--- config.mk ---
export PLATFORM = sky130hd
export DESIGN_NAME = exchange_sort_keys_with_tags_top
export DESIGN_NICKNAME = d
export VERILOG_FILES = /design/src/esk_pkg.sv /design/src/esk_store.sv /design/src/esk_ctrl.sv /design/src/exchange_sort_keys_with_tags_top.sv
export SDC_FILE = /design/constraint.sdc
export NUM_CORES = 1
export LEC_CHECK = 0
export ABC_AREA = 1
export BUFFER_PORTS_ARGS = -buffer_cell sky130_fd_sc_hd__clkbuf_2
export CAP_MARGIN = 30
export CELL_PAD_IN_SITES_DETAIL_PLACEMENT = 1
export CELL_PAD_IN_SITES_GLOBAL_PLACEMENT = 2
export CORE_ASPECT_RATIO = 1.5
export CORE_MARGIN = 10
export CORE_UTILIZATION = 45
export CTS_BUF_LIST = sky130_fd_sc_hd__clkbuf_4 sky130_fd_sc_hd__clkbuf_8 sky130_fd_sc_hd__clkbuf_16
export DETAILED_ROUTE_END_ITERATION = 16
export GPL_ROUTABILITY_DRIVEN = 0
export PLACE_DENSITY = 0.86
export SYNTH_ARGS = -nofsm -noshare
export SYNTH_HDL_FRONTEND = slang
export SYNTH_SLANG_ARGS = --single-unit
--- constraint.sdc ---
create_clock -name clk -period 7.5 [get_ports clk]
set_input_delay 0.75 -clock clk [delete_from_list [all_inputs] [get_ports clk]]
set_output_delay 0.75 -clock clk [all_outputs]
set_load 0.02 [all_outputs]
--- src/esk_pkg.sv ---
`timescale 1ns / 1ps

package esk_pkg;

  localparam int MAX_RECORDS = 16;
  localparam int IDX_W       = $clog2(MAX_RECORDS);
  localparam int CNT_W       = $clog2(MAX_RECORDS + 1);
  localparam int KEY_W       = 16;
  localparam int TAG_W       = 8;

  typedef struct packed {
    logic [KEY_W-1:0] sort_key;
    logic [TAG_W-1:0] record_tag;
    logic             last_item;
  } in_item_t;

  typedef struct packed {
    logic [KEY_W-1:0] sorted_key;
    logic [TAG_W-1:0] sorted_tag;
    logic             end_of_batch;
    logic             overflow;
  } out_item_t;

  typedef struct packed {
    logic [KEY_W-1:0] key;
    logic [TAG_W-1:0] tag;
  } rec_t;

  typedef struct packed {
    logic             we;
    logic [IDX_W-1:0] waddr;
    rec_t             wdata;
    logic [IDX_W-1:0] raddr;
  } mem_req_t;

endpackage

--- src/esk_store.sv ---
`timescale 1ns / 1ps

module esk_store (
  input  logic            clk,
  input  esk_pkg::mem_req_t req,
  output esk_pkg::rec_t   rdata
);
  import esk_pkg::*;

  rec_t mem [MAX_RECORDS];
  rec_t rdata_r;

  always_ff @(posedge clk) begin
    if (req.we) begin
      mem[req.waddr] <= req.wdata;
    end
    rdata_r <= mem[req.raddr];
  end

  assign rdata = rdata_r;

endmodule

--- src/esk_ctrl.sv ---
`timescale 1ns / 1ps

module esk_ctrl (
  input  logic               clk,
  input  logic               rst_n,
  input  logic               in_valid,
  output logic               in_stall,
  input  esk_pkg::in_item_t  in_data,
  output logic               out_valid,
  input  logic               out_stall,
  output esk_pkg::out_item_t out_data,
  output esk_pkg::mem_req_t  mreq,
  input  esk_pkg::rec_t      rdata
);
  import esk_pkg::*;

  localparam logic [2:0] S_IDLE = 3'd0;
  localparam logic [2:0] S_RDI  = 3'd1;
  localparam logic [2:0] S_LDI  = 3'd2;
  localparam logic [2:0] S_CMP  = 3'd3;
  localparam logic [2:0] S_WB   = 3'd4;
  localparam logic [2:0] S_ERD  = 3'd5;
  localparam logic [2:0] S_EMIT = 3'd6;

  logic [2:0]       state_r, state_nxt;
  logic [CNT_W-1:0] count_r, count_nxt;
  logic             drop_r, drop_nxt;
  logic [IDX_W-1:0] i_r, i_nxt;
  logic [IDX_W-1:0] j_r, j_nxt;
  logic [IDX_W-1:0] k_r, k_nxt;
  rec_t             cur_r, cur_nxt;
  logic             out_valid_r, out_valid_nxt;
  out_item_t        out_r, out_nxt;
  logic             is_end;

  assign in_stall  = (state_r != S_IDLE);
  assign out_valid = out_valid_r;
  assign out_data  = out_r;
  assign is_end    = (CNT_W'(k_r) == count_r - CNT_W'(1));

  always_comb begin
    state_nxt     = state_r;
    count_nxt     = count_r;
    drop_nxt      = drop_r;
    i_nxt         = i_r;
    j_nxt         = j_r;
    k_nxt         = k_r;
    cur_nxt       = cur_r;
    out_valid_nxt = out_valid_r && out_stall;
    out_nxt       = out_r;
    mreq          = '0;

    case (state_r)
      S_IDLE: begin
        if (in_valid) begin
          if (count_r < CNT_W'(MAX_RECORDS)) begin
            mreq.we    = 1'b1;
            mreq.waddr = count_r[IDX_W-1:0];
            mreq.wdata = '{key: in_data.sort_key, tag: in_data.record_tag};
            count_nxt  = count_r + CNT_W'(1);
          end else begin
            drop_nxt = 1'b1;
          end
          if (in_data.last_item) begin
            i_nxt     = '0;
            k_nxt     = '0;
            state_nxt = (count_nxt == CNT_W'(1)) ? S_ERD : S_RDI;
          end
        end
      end
      S_RDI: begin
        mreq.raddr = i_r;
        state_nxt  = S_LDI;
      end
      S_LDI: begin
        cur_nxt    = rdata;
        j_nxt      = i_r + IDX_W'(1);
        mreq.raddr = i_r + IDX_W'(1);
        state_nxt  = S_CMP;
      end
      S_CMP: begin
        if (cur_r.key > rdata.key) begin
          mreq.we    = 1'b1;
          mreq.waddr = j_r;
          mreq.wdata = cur_r;
          cur_nxt    = rdata;
        end
        if (CNT_W'(j_r) == count_r - CNT_W'(1)) begin
          state_nxt = S_WB;
        end else begin
          j_nxt      = j_r + IDX_W'(1);
          mreq.raddr = j_r + IDX_W'(1);
        end
      end
      S_WB: begin
        mreq.we    = 1'b1;
        mreq.waddr = i_r;
        mreq.wdata = cur_r;
        i_nxt      = i_r + IDX_W'(1);
        if (CNT_W'(i_r) + CNT_W'(2) < count_r) begin
          mreq.raddr = i_r + IDX_W'(1);
          state_nxt  = S_LDI;
        end else begin
          k_nxt     = '0;
          state_nxt = S_ERD;
        end
      end
      S_ERD: begin
        mreq.raddr = k_r;
        state_nxt  = S_EMIT;
      end
      S_EMIT: begin
        mreq.raddr = k_r;
        if (!out_valid_r || !out_stall) begin
          out_valid_nxt        = 1'b1;
          out_nxt.sorted_key   = rdata.key;
          out_nxt.sorted_tag   = rdata.tag;
          out_nxt.end_of_batch = is_end;
          out_nxt.overflow     = drop_r;
          if (is_end) begin
            count_nxt = '0;
            drop_nxt  = 1'b0;
            state_nxt = S_IDLE;
          end else begin
            k_nxt      = k_r + IDX_W'(1);
            mreq.raddr = k_r + IDX_W'(1);
          end
        end
      end
      default: begin
        state_nxt = S_IDLE;
      end
    endcase
  end

  always_ff @(posedge clk) begin
    if (!rst_n) begin
      state_r     <= S_IDLE;
      count_r     <= '0;
      drop_r      <= 1'b0;
      out_valid_r <= 1'b0;
      i_r         <= '0;
      j_r         <= '0;
      k_r         <= '0;
    end else begin
      state_r     <= state_nxt;
      count_r     <= count_nxt;
      drop_r      <= drop_nxt;
      out_valid_r <= out_valid_nxt;
      i_r         <= i_nxt;
      j_r         <= j_nxt;
      k_r         <= k_nxt;
    end
  end

  always_ff @(posedge clk) begin
    cur_r <= cur_nxt;
    out_r <= out_nxt;
  end

endmodule

--- src/exchange_sort_keys_with_tags_top.sv ---
`timescale 1ns / 1ps
// channel  direction  handshake             payload
// in_      input      in_valid / in_stall   in_data   (esk_pkg::in_item_t)
// out_     output     out_valid / out_stall out_data  (esk_pkg::out_item_t)
//
// Load: one item per cycle until the item marked last; in_stall is high from then
// until the final sorted record is registered for output.
// Sort: one shared key comparator over a 1R1W store; each outer position i loads
// mem[i], makes n-1-i compares, then writes the smallest key back to position i.
// Emit: after a read state, one record per cycle while not stalled; out_stall holds the output register.
// Synchronous active-low reset empties the batch; the store itself is not cleared.

module exchange_sort_keys_with_tags_top (
  input  logic               clk,
  input  logic               rst_n,
  input  logic               in_valid,
  output logic               in_stall,
  input  esk_pkg::in_item_t  in_data,
  output logic               out_valid,
  input  logic               out_stall,
  output esk_pkg::out_item_t out_data
);
  import esk_pkg::*;

  mem_req_t mreq;
  rec_t     rdata;

  esk_ctrl u_ctrl (
    .clk       (clk),
    .rst_n     (rst_n),
    .in_valid  (in_valid),
    .in_stall  (in_stall),
    .in_data   (in_data),
    .out_valid (out_valid),
    .out_stall (out_stall),
    .out_data  (out_data),
    .mreq      (mreq),
    .rdata     (rdata)
  );

  esk_store u_store (
    .clk   (clk),
    .req   (mreq),
    .rdata (rdata)
  );

endmodule

[Yosys cells after proc, flatten, opt, wreduce, memory -nomap -nowiden]
Memory sizes are Yosys's and may differ from the RTL's. A register that Yosys moved wholly into a read port is not among the register bits.
Index checks and enable logic that the tools add are counted.
Storage, ports and cells
  register bits after elaboration: 72
  memory bits (writable): 384
  memories: 1
Cells by class
  reductions and logical operators: 18
  add/subtract/negate cells: 6
  magnitude comparators: 3
  equal/unequal tests: 18
  multiplexer cells: 42
Memories
  u_store.mem: words 16, width 24, read ports 1, clocked after Yosys merged registers in 1, wr ports 1, RTL line esk_store.sv:10  | rec_t mem [MAX_RECORDS];
Operator list (count)
  29-bit 2-to-1 mux: 3
  29-bit one-hot mux with 3 select lines: 1
  24-bit one-hot mux with 2 select lines: 1
  4-bit 2-to-1 mux: 8
  5-bit 2-to-1 mux: 6
  24-bit 2-to-1 mux: 1
  4-bit one-hot mux with 6 select lines: 1
  3-bit 2-to-1 mux: 7
  3-bit one-hot mux with 7 select lines: 1
  16-bit > comparator: 1
  4-bit one-hot mux with 2 select lines: 2
  4-bit by 1-bit adder with 4-bit output (second input constant): 3
  4-bit one-hot mux with 3 select lines: 1
  4-bit by 5-bit == test with 1-bit output: 2
  2-bit != test (second input constant): 5
  5-bit one-hot mux with 2 select lines: 1
  5-bit AND reduction: 2
  3-bit == test (second input constant): 3
  1-bit 2-to-1 mux: 8
  2-bit by 1-bit != test with 1-bit output (second input constant): 4
  4-bit AND reduction: 2
  3-bit by 2-bit == test with 1-bit output (second input constant): 2
  2-bit AND reduction: 3
  2-bit nonzero test: 3
  14 further kinds: 16

[Depth between registers and ports, before layout]
Gate-level depths: netlist of the first run.
  depth after elaboration: 9
  gate-level depth with buffers: 21
  gate-level depth less buffers: 19

[Hierarchy]
Synthesis of the first run repeated with hierarchy kept, for this count alone.
Unflattened totals
  cells, all modules: 2096
  area total of the unflattened synthesis: 21086.5 µm²
Modules (own cells, without submodules)
  esk_store: seq. area each 12011.5 µm², instances 1, area an instance 16951.3 µm², cells an instance 1597
  esk_ctrl: seq. area each 1941.9 µm², instances 1, area an instance 4135.2 µm², cells an instance 499

[Least setup slack after synthesis of the first run]
OpenSTA, ideal clock, no wires.
  path kind: reg-to-reg
  start point: reg u_ctrl.cur_r[9] (netlist bit)
  end point: mem u_store.mem[13][0] (netlist bit) (enable)
  stages on the path, launching flop included: 14
  required time: 7095 ps
  setup slack: 4369 ps
  arrival time: 2726 ps
  period minus slack after synthesis: 3131 ps
  library setup time: 405 ps
  path buffers: 0
  cell sequence: edfxtp_1 ha_1 inv_1 nor2_1 nor2_1 o21a_1 o21a_1 o21ai_0 nand2_1 nand2_1 nand3_1 nand2_1 nand2_1 nor2_1
On the way
  word-level cells in the longest chain between the ends: 5
RTL lines
  from (decl): RTL line esk_ctrl.sv:31  | rec_t cur_r, cur_nxt;
  from (signal assigned): RTL line esk_ctrl.sv:157  | cur_r <= cur_nxt;
  16-bit > comparator *: RTL line esk_ctrl.sv:82  | if (cur_r.key > rdata.key) begin
  29-bit 2-to-1 mux *: RTL line esk_ctrl.sv:82
  29-bit one-hot mux with 3 select lines *: RTL line esk_ctrl.sv:53  | case (state_r)
  1-bit 2-to-1 mux: RTL line esk_store.sv:14  | if (req.we) begin
  1-bit 2-to-1 mux (not written as such): RTL line esk_store.sv:15  | mem[req.waddr] <= req.wdata;
  to (decl): RTL line esk_store.sv:10
Every way passes the cells marked *; elsewhere a longest branch is shown, timed or not.

[Worst setup path after layout of the first run]
  start point: reg u_ctrl.count_r[0]
  end point: reg, netlist name u_store.rdata[16]
On the way
  word-level cells in the longest chain between the ends: 5
  elaborated cells on any way between the ends: 9
  those cells by class: add/sub: 1; order compare: 1; eq/ne: 2; mux: 5
RTL lines
  from (decl): RTL line esk_ctrl.sv:26  | logic [CNT_W-1:0] count_r, count_nxt;
  from (signal assigned): RTL line esk_ctrl.sv:147  | count_r <= count_nxt;
  5-bit by 1-bit subtractor with 5-bit output: RTL line esk_ctrl.sv:39, esk_ctrl.sv:88
  4-bit by 5-bit == test with 1-bit output: RTL line esk_ctrl.sv:39  | assign is_end = (CNT_W'(k_r) == count_r - CNT_W'(1));
  4-bit 2-to-1 mux: RTL line esk_ctrl.sv:120  | if (is_end) begin
  4-bit 2-to-1 mux
  4-bit one-hot mux with 6 select lines *: RTL line esk_ctrl.sv:53
Marked as above.
A chain may end at the register's enable or synchronous reset.

==> results.md, run 1 <==
* Largest net degree at the start of global routing at 195
* Crit Path Category: reg -> reg
* Tcrit/Tclk final at between 60% and 70%
* Routed wl met3 at 3020 µm
* P_int at about 6.0 mW
* Setup-failing EPs final at 0
* Asr flop ratio synth at 0%
* Die width at 198 µm
* TritonCTS clock tree: yes
* Fill count at approximately 5100
* Main synth FF type: edfxtp_1
* Nets at roughly 2200
* Critical Path RT at about 8 ns
* Slew @ Worst Pin at between 1 and 1.5 ns
* Layout cell share with drive strength beyond 1 at 10.9%
* CTS H-tree depth at 2
* Final setup TNS at 0 ns
* Area contributors post-synth: edfxtp_1 (61%), nand3_1 (11%), nand2_1 (6.7%), inv_1 (6.1%), dfxtp_1 (4.3%)
* Critical path origin: u_ctrl.count_r[0]$_SDFFE_PN0P_
* Area Growth Syn to Fin at 12.6%
* IO buf count at 56
* Hold crit path type: reg -> reg
* DRC errors left at 0
* CTS buffer count at 46
* Leakage Power at 9.95 nW
* RSZ-0062 raised after global routing: no
* Clk_lat worst skew at 0.58 ns
* Dpl cell area at between 0.02 and 0.025 mm²
* Post-CTS Setup Inserts at 0
* Antenna Nets Post-Route at 0
* PD cells at 401 mW/mm²
* Resized cells post-CTS at 0
* Slew HR at between 15 and 20%
* Reg-to-reg endpoint: u_store.rdata[16]$_DFF_P_
* Synthesized area per cell at 10.4 µm²
* R2R depth at 20
* CORE AREA at 0.0470 mm²
* Hpwl dp at between 30000 and 40000 µm
* Crit start category: register
* Worst EP arrival at 5.25 ns
* Rows at 97
* Fin. Hold Viols at 0
* Sw Share at 37.6%
* Tmin final at 4.78 ns
* # IOs at 57
* Max Clk Rate at 0.209 GHz
* Post-Syn Area at 0.0214 mm²
* Most frequent cells after synthesis: nand3_1 (455), edfxtp_1 (434), nand2_1 (383)
* Met2 WL post-DR at 33300 µm
* GRT overflow at 0
* Global-route wire length before repair at around 96000 µm
* Hold_buf cts at 0
* Synth cell types at 39
* Hold path start: u_store.rdata[3]$_DFF_P_
* Max layer used: met4
* Starting Density at 45.6%
* R2R Setup Slk at 2.72 ns
* Max Slew Vio Count at 0
* Crit Reg-Reg Startpoint: u_ctrl.count_r[0]$_SDFFE_PN0P_
* Sink Count at 480
* #FFs+latches synth at 480
* Clk slew on worst S/H paths at 0.07 ns
* Core Util, Final at around half
* Peak VDD IR at 0.226 mV
* Clock Tree Buf Depth at 3
* Combinational share of power at 35.4%
* Initial antenna violation count at 0
* Sw Pwr at 3.65 mW
* Clock power share at between 20% and 30%
* DRT Wirelength at 63500 µm
* EDFF count, synth at 434
* Worst setup path end: u_store.rdata[16]$_DFF_P_
* CP Capture Type: register
* # diodes at 0
* Finished Cell Area at 0.0241 mm²
* Clk_skew at 0.0197 ns
* Cell Chain, Critical Path: inv_2 > ha_1 > inv_1 > nand2_1 > nand3_1 > nand2_1 > nand2_1 > nor2_1 > nand2_2 > nand2_2 > nand2_1 > nand3_4 > buf_12 > nand2_8 > buf_4 > nand2_1 > nand3_1 > nand3_1 > nand3_1 > nand2_1
* Clock Tree Root: clkbuf_16
* Die area at 0.0569 mm²
* Share of the synthesized area in the top cell type at 60.8%
* Metal-1 WL at 25100 µm
* Die Y at roughly 290 µm
* Post-Syn Nets at 2116
* Status: completed
* Drt pass-1 iters at 5
* Sequential fraction of the synthesis area at 65.1%
* Cell count after synthesis at 2060
* Count leader, synth: nand3_1
* Worst-path fanout max at 194
* Routed wire per std cell at between 20 and 25 µm
* Critical path's largest stage delay at 0.85 ns
* Yosys warns at 0
* Iter 0 DRT Violations at 1232
* Biggest area consumer among synthesized cells: edfxtp_1
* Vias per cell at about 5.6
* Max-cap viol count at 0
* Number of global-route vias before repair at ~16000
* Crit-path slowest cell: buf_4
* All-Layer GR Usage at between 20% and 30%
* Seq pwr share at 39.5%
* CP dominant cell by count: nand2_1
* Total number of vias at 15301
==> kinds of logic (layout without fill, tap and decap cells) <==
group,count (synthesis),count (layout),synth area share [%]
compound gates,90,90,2.32
fa+ha+maj,27,27,1.58
simple gates,998,998,21.9
flops,480,480,65.1
xor+xnor,5,5,0.204
buf+inv,460,555,8.88
==> per-stage QoR <==
| stage | worst slack (ns) | std cells | power (mW) | hold WS [ns] |
|---|---|---|---|---|
| after floorplan | 4.37 | 2060 | 6.14 | 0.404 |
| after global placement | 3.04 | 2651 | 7.10 | 0.423 |
| after detailed placement | 2.96 | 2660 | 7.27 | 0.420 |
| after CTS | 2.93 | 2746 | 9.71 | 0.432 |
| after global routing | 2.46 | 2749 | 10.3 | 0.433 |
| final | 2.72 | 2749 | 9.69 | 0.417 |
==> cell usage in the layout, fill, tap and decap left out, types with 6 or more instances in the layout <==
cell type and instances:
a211oi_1 6, a21oi_1 30, buf_4 50, clkbuf_16 47, clkbuf_2 56, clkbuf_4 12
clkinv_2 9, dfxtp_1 46, edfxtp_1 434, ha_1 27, inv_1 348, inv_2 8
nand2_1 381, nand3_1 455, nand3b_1 75, nand4_1 6, nor2_1 40, nor2_4 19
o21ai_0 31, o21ai_1 10
==> per-layer routing <==
layer / vias up / global-route usage, %
met5: - / 0
met4: 0 / 7.88
met3: 110 / 2.27
met2: 427 / 40.7
met1: 7744 / 26.3
li1: 7020 / -
==> final cells by class <==
class	instances	area (µm²)	share of cell area, %
Sequential cell	480	14000	57.8
Multi-Input combinational cell	1120	5730	23.8
Inverter	357	1340	5.56
Clock buffer	63	1320	5.47
Timing Repair Buffer	112	783	3.25
Tap cell	594	743	3.08
Clock inverter	23	258	1.07
==> flip-flops by register name, summed over array words and instances, names as in the netlist <==
register / flops
u_store.rdata: 24
u_store.mem: 384
u_ctrl.out_data: 26
u_ctrl.i_r: 4
u_ctrl.out_valid: 1
u_ctrl.j_r: 4
u_ctrl.count_r: 5
u_ctrl.k_r: 4
u_ctrl.state_r: 3
u_ctrl.cur_r: 24
u_ctrl.drop_r: 1
==> power by group through the flow <==
stage          logic [mW]  registers [mW]  clock network, mW
2_1_floorplan        2.34            3.80                  0
3_3_place_gp         3.23            3.87                  0
3_5_place_dp         3.39            3.88                  0
4_1_cts              3.42            3.83               2.46
5_1_grt              3.85            3.85               2.57
6_report             3.43            3.83               2.43
==> how the worst min path moves through the flow <==
stage	end	slack (ns)	cells after the start
detailed placement	u_ctrl.cur_r[3]$_DFFE_PP_	0.42	0
floorplan	u_ctrl.cur_r[0]$_DFFE_PP_	0.40	0
CTS	u_ctrl.out_data[5]$_DFFE_PP_	0.43	0
finish	u_ctrl.out_data[5]$_DFFE_PP_	0.42	0
global placement	u_ctrl.cur_r[3]$_DFFE_PP_	0.42	0
global route	u_ctrl.out_data[5]$_DFFE_PP_	0.43	0
==> worst max-delay path: cells and delay by family (launching register included) <==
kind / cells / cell delay (ns)
simple gates: 15 / 2.15
buf+inv: 4 / 1.28
flops: 1 / 0.48
fa+ha+maj: 1 / 0.28
Note: power is estimated with default switching activity, not from simulation.
==> run 2: changes to the inputs <==
--- a/config.mk
+++ b/config.mk
@@ -5,18 +5,18 @@
 export SDC_FILE = /design/constraint.sdc
 export NUM_CORES = 1
 export LEC_CHECK = 0
-export ABC_AREA = 1
+export ABC_AREA = 0
 export BUFFER_PORTS_ARGS = -buffer_cell sky130_fd_sc_hd__clkbuf_2
 export CAP_MARGIN = 30
 export CELL_PAD_IN_SITES_DETAIL_PLACEMENT = 1
 export CELL_PAD_IN_SITES_GLOBAL_PLACEMENT = 2
 export CORE_ASPECT_RATIO = 1.5
 export CORE_MARGIN = 10
-export CORE_UTILIZATION = 45
+export CORE_UTILIZATION = 41
 export CTS_BUF_LIST = sky130_fd_sc_hd__clkbuf_4 sky130_fd_sc_hd__clkbuf_8 sky130_fd_sc_hd__clkbuf_16
 export DETAILED_ROUTE_END_ITERATION = 16
 export GPL_ROUTABILITY_DRIVEN = 0
-export PLACE_DENSITY = 0.86
+export PLACE_DENSITY = 0.77
 export SYNTH_ARGS = -nofsm -noshare
 export SYNTH_HDL_FRONTEND = slang
 export SYNTH_SLANG_ARGS = --single-unit
==> constraint.sdc (replaced) <==
create_clock -name clk -period 4.1 [get_ports clk]
set_input_delay 0.41 -clock clk [delete_from_list [all_inputs] [get_ports clk]]
set_output_delay 0.41 -clock clk [all_outputs]
set_load 0.02 [all_outputs]
==> run 2 against run 1 <==
  * Die area increased by 3.7%
  * Synthesized cell count shrank 30%
  * Sequential share of layout area rose by 0.82 points
  * Clock power up 79%
  * Synthesized area is 5.2% lower
  * Register-to-register slack lost 2.6 ns
  * Global-route usage is 0.60 points lower
  * First-iteration DRC count rose by 13%
  * Total power rose by 56%
  * Via count fell by 9.4%
  * Critical path type unchanged
  * Largest cell class unchanged
==> results.md, run 2 <==
* Status: completed
* Asr flop ratio synth at 0%
* Global-route wire length before repair at 97100 µm
* Compound-gate portion of the synthesized area at 14.9%
* Main synth FF type: edfxtp_1
* Area contributors post-synth: edfxtp_1 (64%), dfxtp_1 (4.5%), a2111oi_0 (4.1%), a221o_1 (2.5%), mux2i_1 (2.4%)
* Max Clk Rate at 0.250 GHz
* Most frequent cells after synthesis: edfxtp_1 (434), a2111oi_0 (96), clkbuf_1 (91)
* Peak VDD IR at 0.311 mV
* RSZ-0062 raised after global routing: yes
* Nets at 1611
* Worst setup path end: u_store.rdata[17]$_DFF_P_
* Vias per cell at 6.17
* Number of flip-flops in the largest register at between 300 and 400
* All-Layer GR Usage at 21.6%
* Area Growth Syn to Fin at 17.1%
* Fin. Hold Viols at 0
* Iter 0 DRT Violations at about 1400
* #FFs+latches synth at 480
* Xor/xnor share of the synthesized area at 0.868%
* Post-Syn Area at 0.0203 mm²
* DRC errors left at 0
* Hold crit path type: in -> reg
* Reg-to-reg endpoint: u_store.rdata[17]$_DFF_P_
* Clock Tree Root: clkbuf_16
* Hold_buf cts at 0
* Drt pass-1 iters at 5
* Hold Path Depth at 2
* Setup-failing EPs final at 0
* Layout cell share with drive strength beyond 1 at 20.0%
* Dpl cell area at 0.0222 mm²
* Critical path origin: u_ctrl.i_r[1]$_SDFFE_PN0P_
* Routed wl met3 at 2920 µm
* Slew HR at 40.4%
* Rows at 99
* Critical Path RT at 4.60 ns
* Synth cell types at 76
* # IOs at 57
* Die area at 0.0590 mm²
* Largest reg by FF count: u_store.mem
* Finished Cell Area at 0.0238 mm²
* Max-cap viol count at 0
* CTS H-tree depth at 2
* Max layer used: met4
* Hpwl dp at 44300 µm
* Slew @ Worst Pin at 0.871 ns
* Clk_lat worst skew at 0.56 ns
* Total number of vias at 13868
* Commonest cells after routing, fill and taps aside: edfxtp_1 (434), buf_4 (120), nand3_1 (79)
* CP Capture Type: register
* Initial antenna violation count at 0
* Die Y at 293 µm
* Cell count after synthesis at around 1400
* # diodes at 0
* Leakage Power at 8.33 nW
* Adder-cell area share of the yosys netlist at 1.66%
* Largest net degree at the start of global routing at 56
* EDFF count, synth at approximately 430
* TritonCTS clock tree: yes
* Crit Reg-Reg Startpoint: u_ctrl.i_r[1]$_SDFFE_PN0P_
* Routed wire per std cell at 29.1 µm
* Number of global-route vias before repair at between 10000 and 15000
* Post-Syn Nets at roughly 1500
* Clk_skew at roughly 0.012 ns
* Core Util, Final at 48.8%
* Crit Path Category: reg -> reg
* Most common cell after layout, fill and taps aside: edfxtp_1
* Metal-1 WL at 25700 µm
* DP Worst Slack at -0.0401 ns
* Worst-path fanout max at 28
* Tcrit/Tclk final at 97.4%
* Die width at 202 µm
* Antenna Nets Post-Route at 0
* Simple-Gate Fraction of Synth Area at between 7 and 8%
* R2R depth at 13
* Biggest area consumer among synthesized cells: edfxtp_1
* Share of the synthesized area in the top cell type at 64.1%
* Worst EP arrival at 4.50 ns
* DRT Wirelength at roughly 66000 µm
* Final WS setup at 0.107 ns
* Crit start category: register
* Clk slew on worst S/H paths at 0.07 ns
* Synthesized area per cell at 14.1 µm²
* Starting Density at between 40% and 50%
* PD cells at approximately 640 mW/mm²
* Tmin final at around 4 ns
* Sequential fraction of the synthesis area at 68.7%
* Met2 WL post-DR at 34200 µm
* Max Slew Vio Count at 0
* Count leader, synth: edfxtp_1
* Hold slack at roughly 0.19 ns
* GRT overflow at 0
* Pwr Total at 15.2 mW
* Post-synthesis mux area share at 3.74%
* CORE AREA at between 0.04 and 0.05 mm²
* Yosys warns at 0
* IO buf count at between 50 and 60
* R2R Setup Slk at 0.11 ns
* CTS buffer count at 45
* Sink Count at 480
* Main combinational cell family by area after synthesis: compound AO/OA/AOI/OAI gates
* Clock Tree Buf Depth at 3
==> run 2: cell types whose count changed after synthesis, sizes merged, moves of 50 or more <==
cell     previous run  this run
nand3b             75         3
a2111oi             0        96
inv               357        32
clkbuf             11        91
nand2             388        78
buf                92        27
a221o               0        50
nand3             457        81
==> run 2: worst min path at each step <==
stage                        startpoint                        endpoint  slack, ns
6_report                          rst_n  u_ctrl.state_r[1]$_SDFFE_PN0P_       0.19
5_1_grt                           rst_n  u_ctrl.state_r[1]$_SDFFE_PN0P_       0.19
4_1_cts                           rst_n  u_ctrl.state_r[1]$_SDFFE_PN0P_       0.18
3_5_place_dp   u_store.rdata[3]$_DFF_P_    u_ctrl.out_data[5]$_DFFE_PP_       0.48
3_3_place_gp   u_store.rdata[2]$_DFF_P_       u_ctrl.cur_r[2]$_DFFE_PP_       0.48
2_1_floorplan  u_store.rdata[0]$_DFF_P_       u_ctrl.cur_r[0]$_DFFE_PP_       0.40
==> run 2: stage by stage <==
step / cells / setup TNS (ns)
finish: 2247 / 0
global route: 2247 / -0.0563
CTS: 2247 / 0
detailed placement: 2164 / -0.0580
global placement: 2163 / 0
floorplan: 1440 / -20.05
==> run 2: cells by family after synthesis <==
| kind of cell | count (synthesis) |
|---|---|
| buf+inv | 150 |
| flops | 480 |
| xor+xnor | 17 |
| mux | 73 |
| fa+ha+maj | 27 |
| compound gates | 406 |
| simple gates | 287 |
==> run 2: power breakdown <==
part | leakage [nW] | internal [mW] | switching, mW
clock network | 0.779 | 2.54 | 1.80
logic | 3.18 | 1.39 | 2.86
registers | 4.37 | 6.21 | 0.352
==> run 2: layer usage <==
layer | vias up | track usage (%)
li1 | 6027 | -
met1 | 7299 | 25.7
met2 | 432 | 38.8
met3 | 110 | 2.64
met4 | 0 | 8.90
met5 | - | 0
==> run 2: area by class of cell <==
type | instances | area, µm²
fillers | 4929 | 25000
flip-flops and latches | 480 | 14000
multi-input cells | 810 | 5970
clock buffers | 68 | 1390
repair buffers | 186 | 1380
well taps | 656 | 821
clock inverters | 15 | 161
inverters | 32 | 120
==> run 2: critical path, stage by stage (launching register included) <==
cell       delay (ns)
dfxtp_1          0.53
ha_1             0.30
ha_1             0.29
a21o_1           0.18
a31oi_1          0.33
o21ai_1          0.24
buf_4            0.21
nor3_1           0.32
nor4_4           0.11
buf_4            0.27
a2111oi_0        0.81
a2111oi_2        0.10
buf_4            0.17
nand3_1          0.07
==> run 2: repair_timing <==
action	in CTS	in global routing
pin swaps	0	1
endpoints found under the setup margin	3	21
setup buffers	0	0
gates resized for setup	3	24
